[src/rtl/core/eias_pkg.sv]
`timescale 1ns / 1ps

package eias_pkg;

    // Width of the signed span inputs
    localparam int VALUE_WIDTH = 32;
    // Largest supported step is 2 * 10^MAX_DECADE
    localparam int MAX_DECADE  = 10;

    // Output field widths
    localparam int AXIS_W   = 41;
    localparam int STEP_O_W = 35;
    localparam int COUNT_W  = 8;

    function automatic longint unsigned pow10(input int d);
        longint unsigned p;
        p = 1;
        for (int i = 0; i < d; i++)
        begin
            p = p * 10;
        end
        return p;
    endfunction

    localparam longint unsigned STEP_LIMIT = 2 * pow10(MAX_DECADE);
    // Wide enough for the first nice value past the limit
    localparam int STEP_W = $clog2(5 * pow10(MAX_DECADE) + 1);

    // Internal signed width for axis arithmetic
    localparam int AX_SUM = VALUE_WIDTH + STEP_W + COUNT_W + 2;
    localparam int AX_W   = (AX_SUM > AXIS_W + 1) ? AX_SUM : AXIS_W + 1;

    localparam int DIV_CNT_W = $clog2(VALUE_WIDTH + 1);

    typedef enum logic [1:0] {
        STATUS_OK      = 2'd0,
        STATUS_INVALID = 2'd1,
        STATUS_RANGE   = 2'd2
    } eias_status_t;

    typedef enum logic [2:0] {
        ST_IDLE,
        ST_CHECK,
        ST_SEARCH,
        ST_DIV,
        ST_DIV_WAIT,
        ST_TRIAL,
        ST_CALC,
        ST_DONE
    } eias_state_t;

    // Controller to datapath
    typedef struct packed {
        logic         in_ready;
        logic         load;
        logic         advance;
        logic         div_start;
        logic         calc;
        logic         write;
        eias_status_t code;
    } eias_cmd_t;

    // Datapath to controller
    typedef struct packed {
        logic in_valid;
        logic invalid;
        logic too_big;
        logic covered;
        logic fits;
        logic div_busy;
        logic out_free;
    } eias_stat_t;

endpackage

[src/rtl/core/eias_in_if.sv]
`timescale 1ns / 1ps

interface eias_in_if
    import eias_pkg::*;
();
    logic                          valid;
    logic                          ready;
    logic signed [VALUE_WIDTH-1:0] span_low;
    logic signed [VALUE_WIDTH-1:0] span_high;
    logic        [COUNT_W-1:0]     interval_count;

    modport source (output valid, output span_low, output span_high,
                    output interval_count, input ready);
    modport sink   (input valid, input span_low, input span_high,
                    input interval_count, output ready);
endinterface

[src/rtl/core/eias_out_if.sv]
`timescale 1ns / 1ps

interface eias_out_if
    import eias_pkg::*;
();
    logic                     valid;
    logic                     ready;
    logic signed [AXIS_W-1:0] axis_low;
    logic signed [AXIS_W-1:0] axis_high;
    logic [STEP_O_W-1:0]      step_size;
    logic [1:0]               status;

    modport source (output valid, output axis_low, output axis_high,
                    output step_size, output status, input ready);
    modport sink   (input valid, input axis_low, input axis_high,
                    input step_size, input status, output ready);
endinterface

[src/rtl/core/exact_interval_axis_scale_core.sv]
`timescale 1ns / 1ps

// Linear axis scaler: for a signed span and an interval count n, picks the
// smallest step of 1, 2 or 5 times a power of ten whose n steps hold the
// floored low and ceiled high bounds, centers leftover steps, and returns the
// axis limits, the step and a status (ok, invalid input, step out of range).
// One word is handled at a time. An item passes through a check, a coverage
// search over the nice steps, and trial divisions (two 1-bit-per-cycle
// restoring dividers run in parallel on the low and high bound), then
// finishing states. Invalid input skips the search and the divisions.
// The result sits in an output register, so a new word is taken while the
// last one waits.
module exact_interval_axis_scale_core
    import eias_pkg::*;
(
    input  logic       clk,
    input  logic       rst_n,
    eias_in_if.sink    span,
    eias_out_if.source axis
);

    eias_cmd_t  cmd;
    eias_stat_t stat;

    eias_controller u_ctrl (
        .clk   (clk),
        .rst_n (rst_n),
        .stat  (stat),
        .cmd   (cmd)
    );

    eias_datapath u_dp (
        .clk   (clk),
        .rst_n (rst_n),
        .cmd   (cmd),
        .stat  (stat),
        .span  (span),
        .axis  (axis)
    );

endmodule

[src/rtl/core/eias_divider.sv]
`timescale 1ns / 1ps

// Restoring divider, one quotient bit per cycle
module eias_divider
    import eias_pkg::*;
(
    input  logic                   clk,
    input  logic                   rst_n,
    input  logic                   start,
    input  logic [VALUE_WIDTH-1:0] dividend,
    input  logic [STEP_W-1:0]      divisor,
    output logic                   busy,
    output logic [VALUE_WIDTH-1:0] quotient,
    output logic [STEP_W-1:0]      remainder
);

    logic [DIV_CNT_W-1:0]   cnt_reg, cnt_next;
    logic [VALUE_WIDTH-1:0] quo_reg, quo_next;
    logic [STEP_W-1:0]      rem_reg, rem_next;
    logic [STEP_W:0]        rem_shift;
    logic [STEP_W:0]        rem_diff;
    logic                   ge;

    assign busy      = (cnt_reg != '0);
    assign quotient  = quo_reg;
    assign remainder = rem_reg;

    // Shift in one dividend bit and trial subtract
    always_comb
    begin
        rem_shift = {rem_reg, quo_reg[VALUE_WIDTH-1]};
        rem_diff  = rem_shift - {1'b0, divisor};
        ge        = (rem_shift >= {1'b0, divisor});
        cnt_next  = cnt_reg;
        quo_next  = quo_reg;
        rem_next  = rem_reg;
        if (start)
        begin
            cnt_next = DIV_CNT_W'(VALUE_WIDTH);
            quo_next = dividend;
            rem_next = '0;
        end
        else if (busy)
        begin
            cnt_next = cnt_reg - 1'b1;
            quo_next = {quo_reg[VALUE_WIDTH-2:0], ge};
            rem_next = ge ? rem_diff[STEP_W-1:0] : rem_shift[STEP_W-1:0];
        end
    end

    always_ff @(posedge clk or negedge rst_n)
    begin
        if (!rst_n)
        begin
            cnt_reg <= '0;
        end
        else
        begin
            cnt_reg <= cnt_next;
        end
    end

    always_ff @(posedge clk)
    begin
        quo_reg <= quo_next;
        rem_reg <= rem_next;
    end

endmodule

[src/rtl/core/eias_datapath.sv]
`timescale 1ns / 1ps

module eias_datapath
    import eias_pkg::*;
(
    input  logic            clk,
    input  logic            rst_n,
    input  eias_cmd_t       cmd,
    output eias_stat_t      stat,
    eias_in_if.sink         span,
    eias_out_if.source      axis
);

    logic signed [VALUE_WIDTH-1:0] lo_reg, hi_reg;
    logic [COUNT_W-1:0]            n_reg;
    logic [1:0]                    k_reg, k_next;
    logic [STEP_W-1:0]             p_reg, p_next;
    logic [STEP_W-1:0]             s;
    logic signed [AX_W-1:0]        alow_reg;

    logic                          out_valid_reg;
    logic signed [AXIS_W-1:0]      out_low_reg, out_high_reg;
    logic [STEP_O_W-1:0]           out_step_reg;
    logic [1:0]                    out_status_reg;

    logic signed [AX_W-1:0] lo_x, hi_x, span_x, ns_x, n_x, s_x;
    logic [COUNT_W+STEP_W-1:0] ns_u, nxs_u;
    logic [VALUE_WIDTH-1:0] lo_mag, hi_mag;
    logic                   lo_busy, hi_busy;
    logic [VALUE_WIDTH-1:0] lo_q, hi_q;
    logic [STEP_W-1:0]      lo_r, hi_r;
    logic                   lo_nz, hi_nz;
    logic signed [AX_W-1:0] m1, m2, np, rfloor, nx, alow_calc, ahigh;
    logic signed [AX_W-1:0] diff;

    // Current nice step from mantissa index and decade
    always_comb
    begin
        unique case (k_reg)
            2'd0:    s = p_reg;
            2'd1:    s = p_reg << 1;
            default: s = (p_reg << 2) + p_reg;
        endcase
    end

    always_comb
    begin
        lo_x   = AX_W'(lo_reg);
        hi_x   = AX_W'(hi_reg);
        span_x = hi_x - lo_x;
        n_x    = AX_W'({1'b0, n_reg});
        s_x    = AX_W'({1'b0, s});
        ns_u   = n_reg * s;
        ns_x   = AX_W'(ns_u);
        lo_mag = lo_reg[VALUE_WIDTH-1] ? VALUE_WIDTH'(-lo_x) : lo_reg;
        hi_mag = hi_reg[VALUE_WIDTH-1] ? VALUE_WIDTH'(-hi_x) : hi_reg;
    end

    eias_divider u_div_lo (
        .clk       (clk),
        .rst_n     (rst_n),
        .start     (cmd.div_start),
        .dividend  (lo_mag),
        .divisor   (s),
        .busy      (lo_busy),
        .quotient  (lo_q),
        .remainder (lo_r)
    );

    eias_divider u_div_hi (
        .clk       (clk),
        .rst_n     (rst_n),
        .start     (cmd.div_start),
        .dividend  (hi_mag),
        .divisor   (s),
        .busy      (hi_busy),
        .quotient  (hi_q),
        .remainder (hi_r)
    );

    // Floor of low bound, ceiling of high bound, and leftover split
    always_comb
    begin
        lo_nz = (lo_r != '0);
        hi_nz = (hi_r != '0);
        if (lo_reg[VALUE_WIDTH-1])
        begin
            m1     = -AX_W'({1'b0, lo_q}) - AX_W'({1'b0, lo_nz});
            rfloor = lo_nz ? s_x - AX_W'({1'b0, lo_r}) : '0;
        end
        else
        begin
            m1     = AX_W'({1'b0, lo_q});
            rfloor = AX_W'({1'b0, lo_r});
        end
        if (hi_reg[VALUE_WIDTH-1])
        begin
            m2 = -AX_W'({1'b0, hi_q});
        end
        else
        begin
            m2 = AX_W'({1'b0, hi_q}) + AX_W'({1'b0, hi_nz});
        end
        np        = m2 - m1;
        diff      = n_x - np;
        nx        = diff >>> 1;
        nxs_u     = nx[COUNT_W-1:0] * s;
        alow_calc = lo_x - rfloor - AX_W'(nxs_u);
        ahigh     = alow_reg + ns_x;
    end

    always_comb
    begin
        stat.in_valid = span.valid;
        stat.invalid  = (lo_reg >= hi_reg) || (n_reg == '0);
        stat.too_big  = ({1'b0, s} > (STEP_W + 1)'(STEP_LIMIT));
        stat.covered  = (ns_x >= span_x);
        stat.fits     = (np <= n_x);
        stat.div_busy = lo_busy || hi_busy;
        stat.out_free = !out_valid_reg || axis.ready;
    end

    // Reset to a step of 1 on load, else step to next nice value
    always_comb
    begin
        k_next = k_reg;
        p_next = p_reg;
        if (cmd.load)
        begin
            k_next = 2'd0;
            p_next = STEP_W'(1);
        end
        else if (cmd.advance)
        begin
            if (k_reg == 2'd2)
            begin
                k_next = 2'd0;
                p_next = (p_reg << 3) + (p_reg << 1);
            end
            else
            begin
                k_next = k_reg + 2'd1;
            end
        end
    end

    always_ff @(posedge clk)
    begin
        k_reg <= k_next;
        p_reg <= p_next;
        if (cmd.load)
        begin
            lo_reg <= span.span_low;
            hi_reg <= span.span_high;
            n_reg  <= span.interval_count;
        end
        if (cmd.calc)
        begin
            alow_reg <= alow_calc;
        end
        if (cmd.write)
        begin
            out_status_reg <= cmd.code;
            if (cmd.code == STATUS_OK)
            begin
                out_low_reg  <= AXIS_W'(alow_reg);
                out_high_reg <= AXIS_W'(ahigh);
                out_step_reg <= STEP_O_W'(s);
            end
            else
            begin
                out_low_reg  <= '0;
                out_high_reg <= '0;
                out_step_reg <= '0;
            end
        end
    end

    // Hold result word until taken
    always_ff @(posedge clk or negedge rst_n)
    begin
        if (!rst_n)
        begin
            out_valid_reg <= 1'b0;
        end
        else if (cmd.write)
        begin
            out_valid_reg <= 1'b1;
        end
        else if (axis.ready)
        begin
            out_valid_reg <= 1'b0;
        end
    end

    assign span.ready     = cmd.in_ready;
    assign axis.valid     = out_valid_reg;
    assign axis.axis_low  = out_low_reg;
    assign axis.axis_high = out_high_reg;
    assign axis.step_size = out_step_reg;
    assign axis.status    = out_status_reg;

endmodule

[src/rtl/core/eias_controller.sv]
`timescale 1ns / 1ps

module eias_controller
    import eias_pkg::*;
(
    input  logic       clk,
    input  logic       rst_n,
    input  eias_stat_t stat,
    output eias_cmd_t  cmd
);

    eias_state_t  state_reg, state_next;
    eias_status_t code_reg, code_next;

    always_ff @(posedge clk or negedge rst_n)
    begin
        if (!rst_n)
        begin
            state_reg <= ST_IDLE;
            code_reg  <= STATUS_OK;
        end
        else
        begin
            state_reg <= state_next;
            code_reg  <= code_next;
        end
    end

    always_comb
    begin
        state_next    = state_reg;
        code_next     = code_reg;
        cmd           = '0;
        cmd.code      = code_reg;
        unique case (state_reg)
            ST_IDLE:
            begin
                cmd.in_ready = 1'b1;
                if (stat.in_valid)
                begin
                    cmd.load   = 1'b1;
                    state_next = ST_CHECK;
                end
            end
            ST_CHECK:
            begin
                if (stat.invalid)
                begin
                    code_next  = STATUS_INVALID;
                    state_next = ST_DONE;
                end
                else
                begin
                    state_next = ST_SEARCH;
                end
            end
            // Grow the step until n steps cover the span or it passes the limit
            ST_SEARCH:
            begin
                if (stat.too_big)
                begin
                    code_next  = STATUS_RANGE;
                    state_next = ST_DONE;
                end
                else if (!stat.covered)
                begin
                    cmd.advance = 1'b1;
                end
                else
                begin
                    state_next = ST_DIV;
                end
            end
            ST_DIV:
            begin
                if (stat.too_big)
                begin
                    code_next  = STATUS_RANGE;
                    state_next = ST_DONE;
                end
                else
                begin
                    cmd.div_start = 1'b1;
                    state_next    = ST_DIV_WAIT;
                end
            end
            ST_DIV_WAIT:
            begin
                if (!stat.div_busy)
                begin
                    state_next = ST_TRIAL;
                end
            end
            // Retry with the next nice step when too many steps result
            ST_TRIAL:
            begin
                if (stat.fits)
                begin
                    state_next = ST_CALC;
                end
                else
                begin
                    cmd.advance = 1'b1;
                    state_next  = ST_DIV;
                end
            end
            ST_CALC:
            begin
                cmd.calc   = 1'b1;
                code_next  = STATUS_OK;
                state_next = ST_DONE;
            end
            ST_DONE:
            begin
                if (stat.out_free)
                begin
                    cmd.write  = 1'b1;
                    state_next = ST_IDLE;
                end
            end
            default:
            begin
                state_next = ST_IDLE;
            end
        endcase
    end

endmodule
[src/flat_wrapper.sv]
// flat-port wrapper written by rule: the top's interface ports become plain ports
module exact_interval_axis_scale_core_flat import eias_pkg::*;
  (clk, rst_n, span_valid, span_span_low, span_span_high, span_interval_count, span_ready, axis_valid, axis_axis_low, axis_axis_high, axis_step_size, axis_status, axis_ready);
  eias_in_if span_i ();
  eias_out_if axis_i ();
  input  logic clk;
  input  logic rst_n;
  input wire logic [$bits(span_i.valid)-1:0] span_valid;
  input wire logic [$bits(span_i.span_low)-1:0] span_span_low;
  input wire logic [$bits(span_i.span_high)-1:0] span_span_high;
  input wire logic [$bits(span_i.interval_count)-1:0] span_interval_count;
  output wire logic [$bits(span_i.ready)-1:0] span_ready;
  output wire logic [$bits(axis_i.valid)-1:0] axis_valid;
  output wire logic [$bits(axis_i.axis_low)-1:0] axis_axis_low;
  output wire logic [$bits(axis_i.axis_high)-1:0] axis_axis_high;
  output wire logic [$bits(axis_i.step_size)-1:0] axis_step_size;
  output wire logic [$bits(axis_i.status)-1:0] axis_status;
  input wire logic [$bits(axis_i.ready)-1:0] axis_ready;
  assign span_i.valid = span_valid;
  assign span_i.span_low = span_span_low;
  assign span_i.span_high = span_span_high;
  assign span_i.interval_count = span_interval_count;
  assign span_ready = span_i.ready;
  assign axis_valid = axis_i.valid;
  assign axis_axis_low = axis_i.axis_low;
  assign axis_axis_high = axis_i.axis_high;
  assign axis_step_size = axis_i.step_size;
  assign axis_status = axis_i.status;
  assign axis_i.ready = axis_ready;
  exact_interval_axis_scale_core u_core (.clk(clk), .rst_n(rst_n), .span(span_i), .axis(axis_i));
endmodule
[config.mk]
export PLATFORM = sky130hd
export DESIGN_NAME = exact_interval_axis_scale_core_flat
export DESIGN_NICKNAME = d
export VERILOG_FILES = /design/src/rtl/core/eias_pkg.sv /design/src/rtl/core/eias_in_if.sv /design/src/rtl/core/eias_out_if.sv /design/src/rtl/core/exact_interval_axis_scale_core.sv /design/src/rtl/core/eias_divider.sv /design/src/rtl/core/eias_datapath.sv /design/src/rtl/core/eias_controller.sv /design/src/flat_wrapper.sv
export SDC_FILE = /design/constraint.sdc
export NUM_CORES = 2
export LEC_CHECK = 0
export BUFFER_PORTS_ARGS = -buffer_cell sky130_fd_sc_hd__buf_2
export CAP_MARGIN = 20
export CORE_ASPECT_RATIO = 1.5
export CORE_MARGIN = 5
export CORE_UTILIZATION = 57
export DETAILED_ROUTE_END_ITERATION = 6
export PLACE_DENSITY = 0.74
export REMOVE_ABC_BUFFERS = 1
export SYNTH_ARGS = -nofsm -noshare
export SYNTH_HDL_FRONTEND = slang
export SYNTH_HIERARCHICAL = 1
export SYNTH_SLANG_ARGS = --single-unit
[constraint.sdc]
create_clock -name clk -period 14.7 [get_ports clk]
set_clock_uncertainty 0.15 [all_clocks]
set_input_delay 1.47 -clock clk [delete_from_list [all_inputs] [get_ports clk]]
set_output_delay 1.47 -clock clk [all_outputs]
set_load 0.005 [all_outputs]
==> flow_metrics.env <==
export IMPL_status="complete, but fails checks"
export IMPL_violations="DRC"
export IMPL_numCtsBuffers=49
export IMPL_ioPinCount=197
export IMPL_synth_seq_cells=424
export IMPL_clock_fmax_ghz=0.0754
export IMPL_grt_ovfl_total=0
export IMPL_min_to="u_core/u_dp/p_reg[35]"
export IMPL_startpoint_type="flip-flop"
export IMPL_routed_wl_um=206000
export IMPL_synth_cells=6981
export IMPL_holdCritStartpoint="u_core/u_dp/p_reg[35]"
export IMPL_highest_layer="met4"
export IMPL_clkLatencyLatePin_ns=0.65
export IMPL_end_kind="flip-flop"
export IMPL_wl_met1_um=73700
export IMPL_clockBufferDepth=3
export IMPL_yosys_top_cells_count="831 x inv_1, 666 x nand2_1, 647 x nor2_1"
export IMPL_cts_setup_buffers=0
export IMPL_r2r_end="u_core/u_dp/p_reg[15]"
export IMPL_post_dp_hpwl_um=164000
export IMPL_cpMaxStageDelayCell="a21oi_1"
export IMPL_maxSlewViolCount=0
export IMPL_yosys_cell_count_top_type="inv_1"
export IMPL_synth_edf_count=296
export IMPL_rows=144
export IMPL_critical_path_class="reg2reg"
export IMPL_io_buffer_count=196
export IMPL_multi_input_area_sq_um=42900
export IMPL_min_path_cells=2
export IMPL_r2r_slack_ns=1.44
export IMPL_r2r_start="u_core/u_dp/p_reg[0]"
export IMPL_grt_pass1_vias=53467
export IMPL_yosysTopAreaCell="fa_1"
export IMPL_dr_total_vias=53353
export IMPL_rsz0062_at_grt="false"
export IMPL_period_minus_slack_ns=13.26
export IMPL_ys_seq_area_frac=0.196
export IMPL_holdBufCountCts=0
export IMPL_met2_length_um=97900
export IMPL_syn_cell_area_sq_um=58800
export IMPL_final_setup_tns_ns=0
export IMPL_dr_pass1_iters=7
export IMPL_required_ns=15.11
export IMPL_cts_max_level=2
export IMPL_grtUsageTotal=0.362
export IMPL_hold_path_class="reg2reg"
export IMPL_setup_viol=0
export IMPL_routed_via_density=6.36
export IMPL_initial_core_util=0.573
export IMPL_fillers=9028
export IMPL_grt_max_degree=84
export IMPL_relSlewSlack=0.248
export IMPL_synthDistinctLibCells=104
export IMPL_critPathMaxStageDelay_ns=0.65
export IMPL_core_sq_um=103000
export IMPL_die_height_um=403
export IMPL_finalHoldViolCount=0
export IMPL_r2r_cells=45
export IMPL_drive_gt1_frac=0.0833
export IMPL_die_w_um=272
export IMPL_drc_errors=1
export IMPL_routedWlPerCell_um=24.6
export IMPL_cts_tree="done"
export IMPL_synth_area_per_cell_sq_um=8.42
export IMPL_fin_nets=8108
export IMPL_grt_pass1_wl_um=308000
export IMPL_cts_sinks=424
export IMPL_async_reset_ff_frac=0.0425
export IMPL_antenna_found_initial=2
export IMPL_die_area_sq_um=110000
export IMPL_path_max_fanout=39
export IMPL_register_area_sq_um=11500
export IMPL_synth_top_area_frac=0.168
export IMPL_post_route_util=0.611
export IMPL_path_buf_inv=5
export IMPL_post_cts_resized=0
export IMPL_synthTopCellsByArea="fa_1 17%, edfxtp_1 15%, ha_1 11%, inv_1 5.3%, xnor2_1 4.4%"
export IMPL_diodes=0
export IMPL_critPathTopFamily="compound AO/OA/AOI/OAI gates"
export IMPL_drtIter0Drc=4815
export IMPL_yosysWarnings=6
export IMPL_worstMarginPinSlew_ns=1.12
export IMPL_maxCapViolCount=0
export IMPL_finalCritPeriodShare=0.902
export IMPL_synthFlopType="edfxtp_1"
export IMPL_place_congestion=1.03
export IMPL_arrival_ns=13.67
export IMPL_clk_pin_slew_worst_paths_ns=0.06
export IMPL_ant_nets=0
export IMPL_crit_top_cell="fa_1"
export IMPL_cts_root_buf="clkbuf_16"
export IMPL_syn_to_final_growth_pct=6.60
export IMPL_met3WireLength_um=15000
[cell usage in the layout (no fill, tap or decap), types with 125 or more instances in the layout]
cell,Yosys,layout
xnor2_1,295,292
ha_1,507,507
buf_2,24,196
a21o_1,222,222
fa_1,493,493
nand2_1,666,666
inv_1,831,830
and2_1,126,125
nor3_1,151,150
o21ai_0,256,256
a21oi_1,447,443
nor2_1,647,643
edfxtp_1,296,296
[logic make-up after synthesis]
kind of cell	synth area share
buffers and inverters	0.0777
and+or+nand+nor	0.182
muxes	0.0257
AOI/OAI and AO/OA	0.182
DFF	0.196
xor gates and xnor gates	0.0607
adders and majority gates	0.276
[tightest hold or removal path, stage by stage, from the launching register on]
cell and delay, ns:
dfxtp_1 0.33, nand2_1 0.06, a21oi_1 0.05
[per-stage QoR]
stage	std cells	setup WS (ns)	cell area, sq um	hold slack [ns]
finish	8385	1.44	62700	0.336
floorplan	6681	1.82	57400	0.299
global placement	8292	1.14	61000	0.319
global route	8385	0.791	62700	0.361
detailed placement	8293	1.77	61000	0.328
CTS	8383	1.68	62600	0.336
[worst max path at each step]
stage          slack (ns)                        to  depth (start not counted)                          startpoint
5_1_grt              0.79  u_core/u_dp/alow_reg[40]                         49  u_core/u_dp/u_div_lo/remainder[30]
3_5_place_dp         1.77  u_core/u_dp/alow_reg[40]                         49  u_core/u_dp/u_div_lo/remainder[30]
6_report             1.44     u_core/u_dp/p_reg[15]                         45                u_core/u_dp/p_reg[0]
4_1_cts              1.68  u_core/u_dp/alow_reg[40]                         49  u_core/u_dp/u_div_lo/remainder[30]
3_3_place_gp         1.14     u_core/u_dp/p_reg[15]                         42                u_core/u_dp/p_reg[0]
2_1_floorplan        1.82  u_core/u_dp/alow_reg[40]                         34              u_core/u_dp/lo_reg[31]
[layer usage]
metal  vias up  track usage
met5         -            0
met4         0        0.266
met3       707       0.0495
met2      2491        0.618
met1     25980        0.413
li1      24175            -
[area by class of cell]
type	instances	share of cell area
Timing Repair Buffer	300	0.0284
Inverter	852	0.0510
Multi-Input combinational cell	5405	0.684
Sequential cell	424	0.184
Clock buffer	62	0.0210
Clock inverter	28	0.00499
Tap cell	1314	0.0262
Power is left out: the tool's default activity adds up to more than one toggle a clock period on the data nets, which glitch-free logic cannot reach.
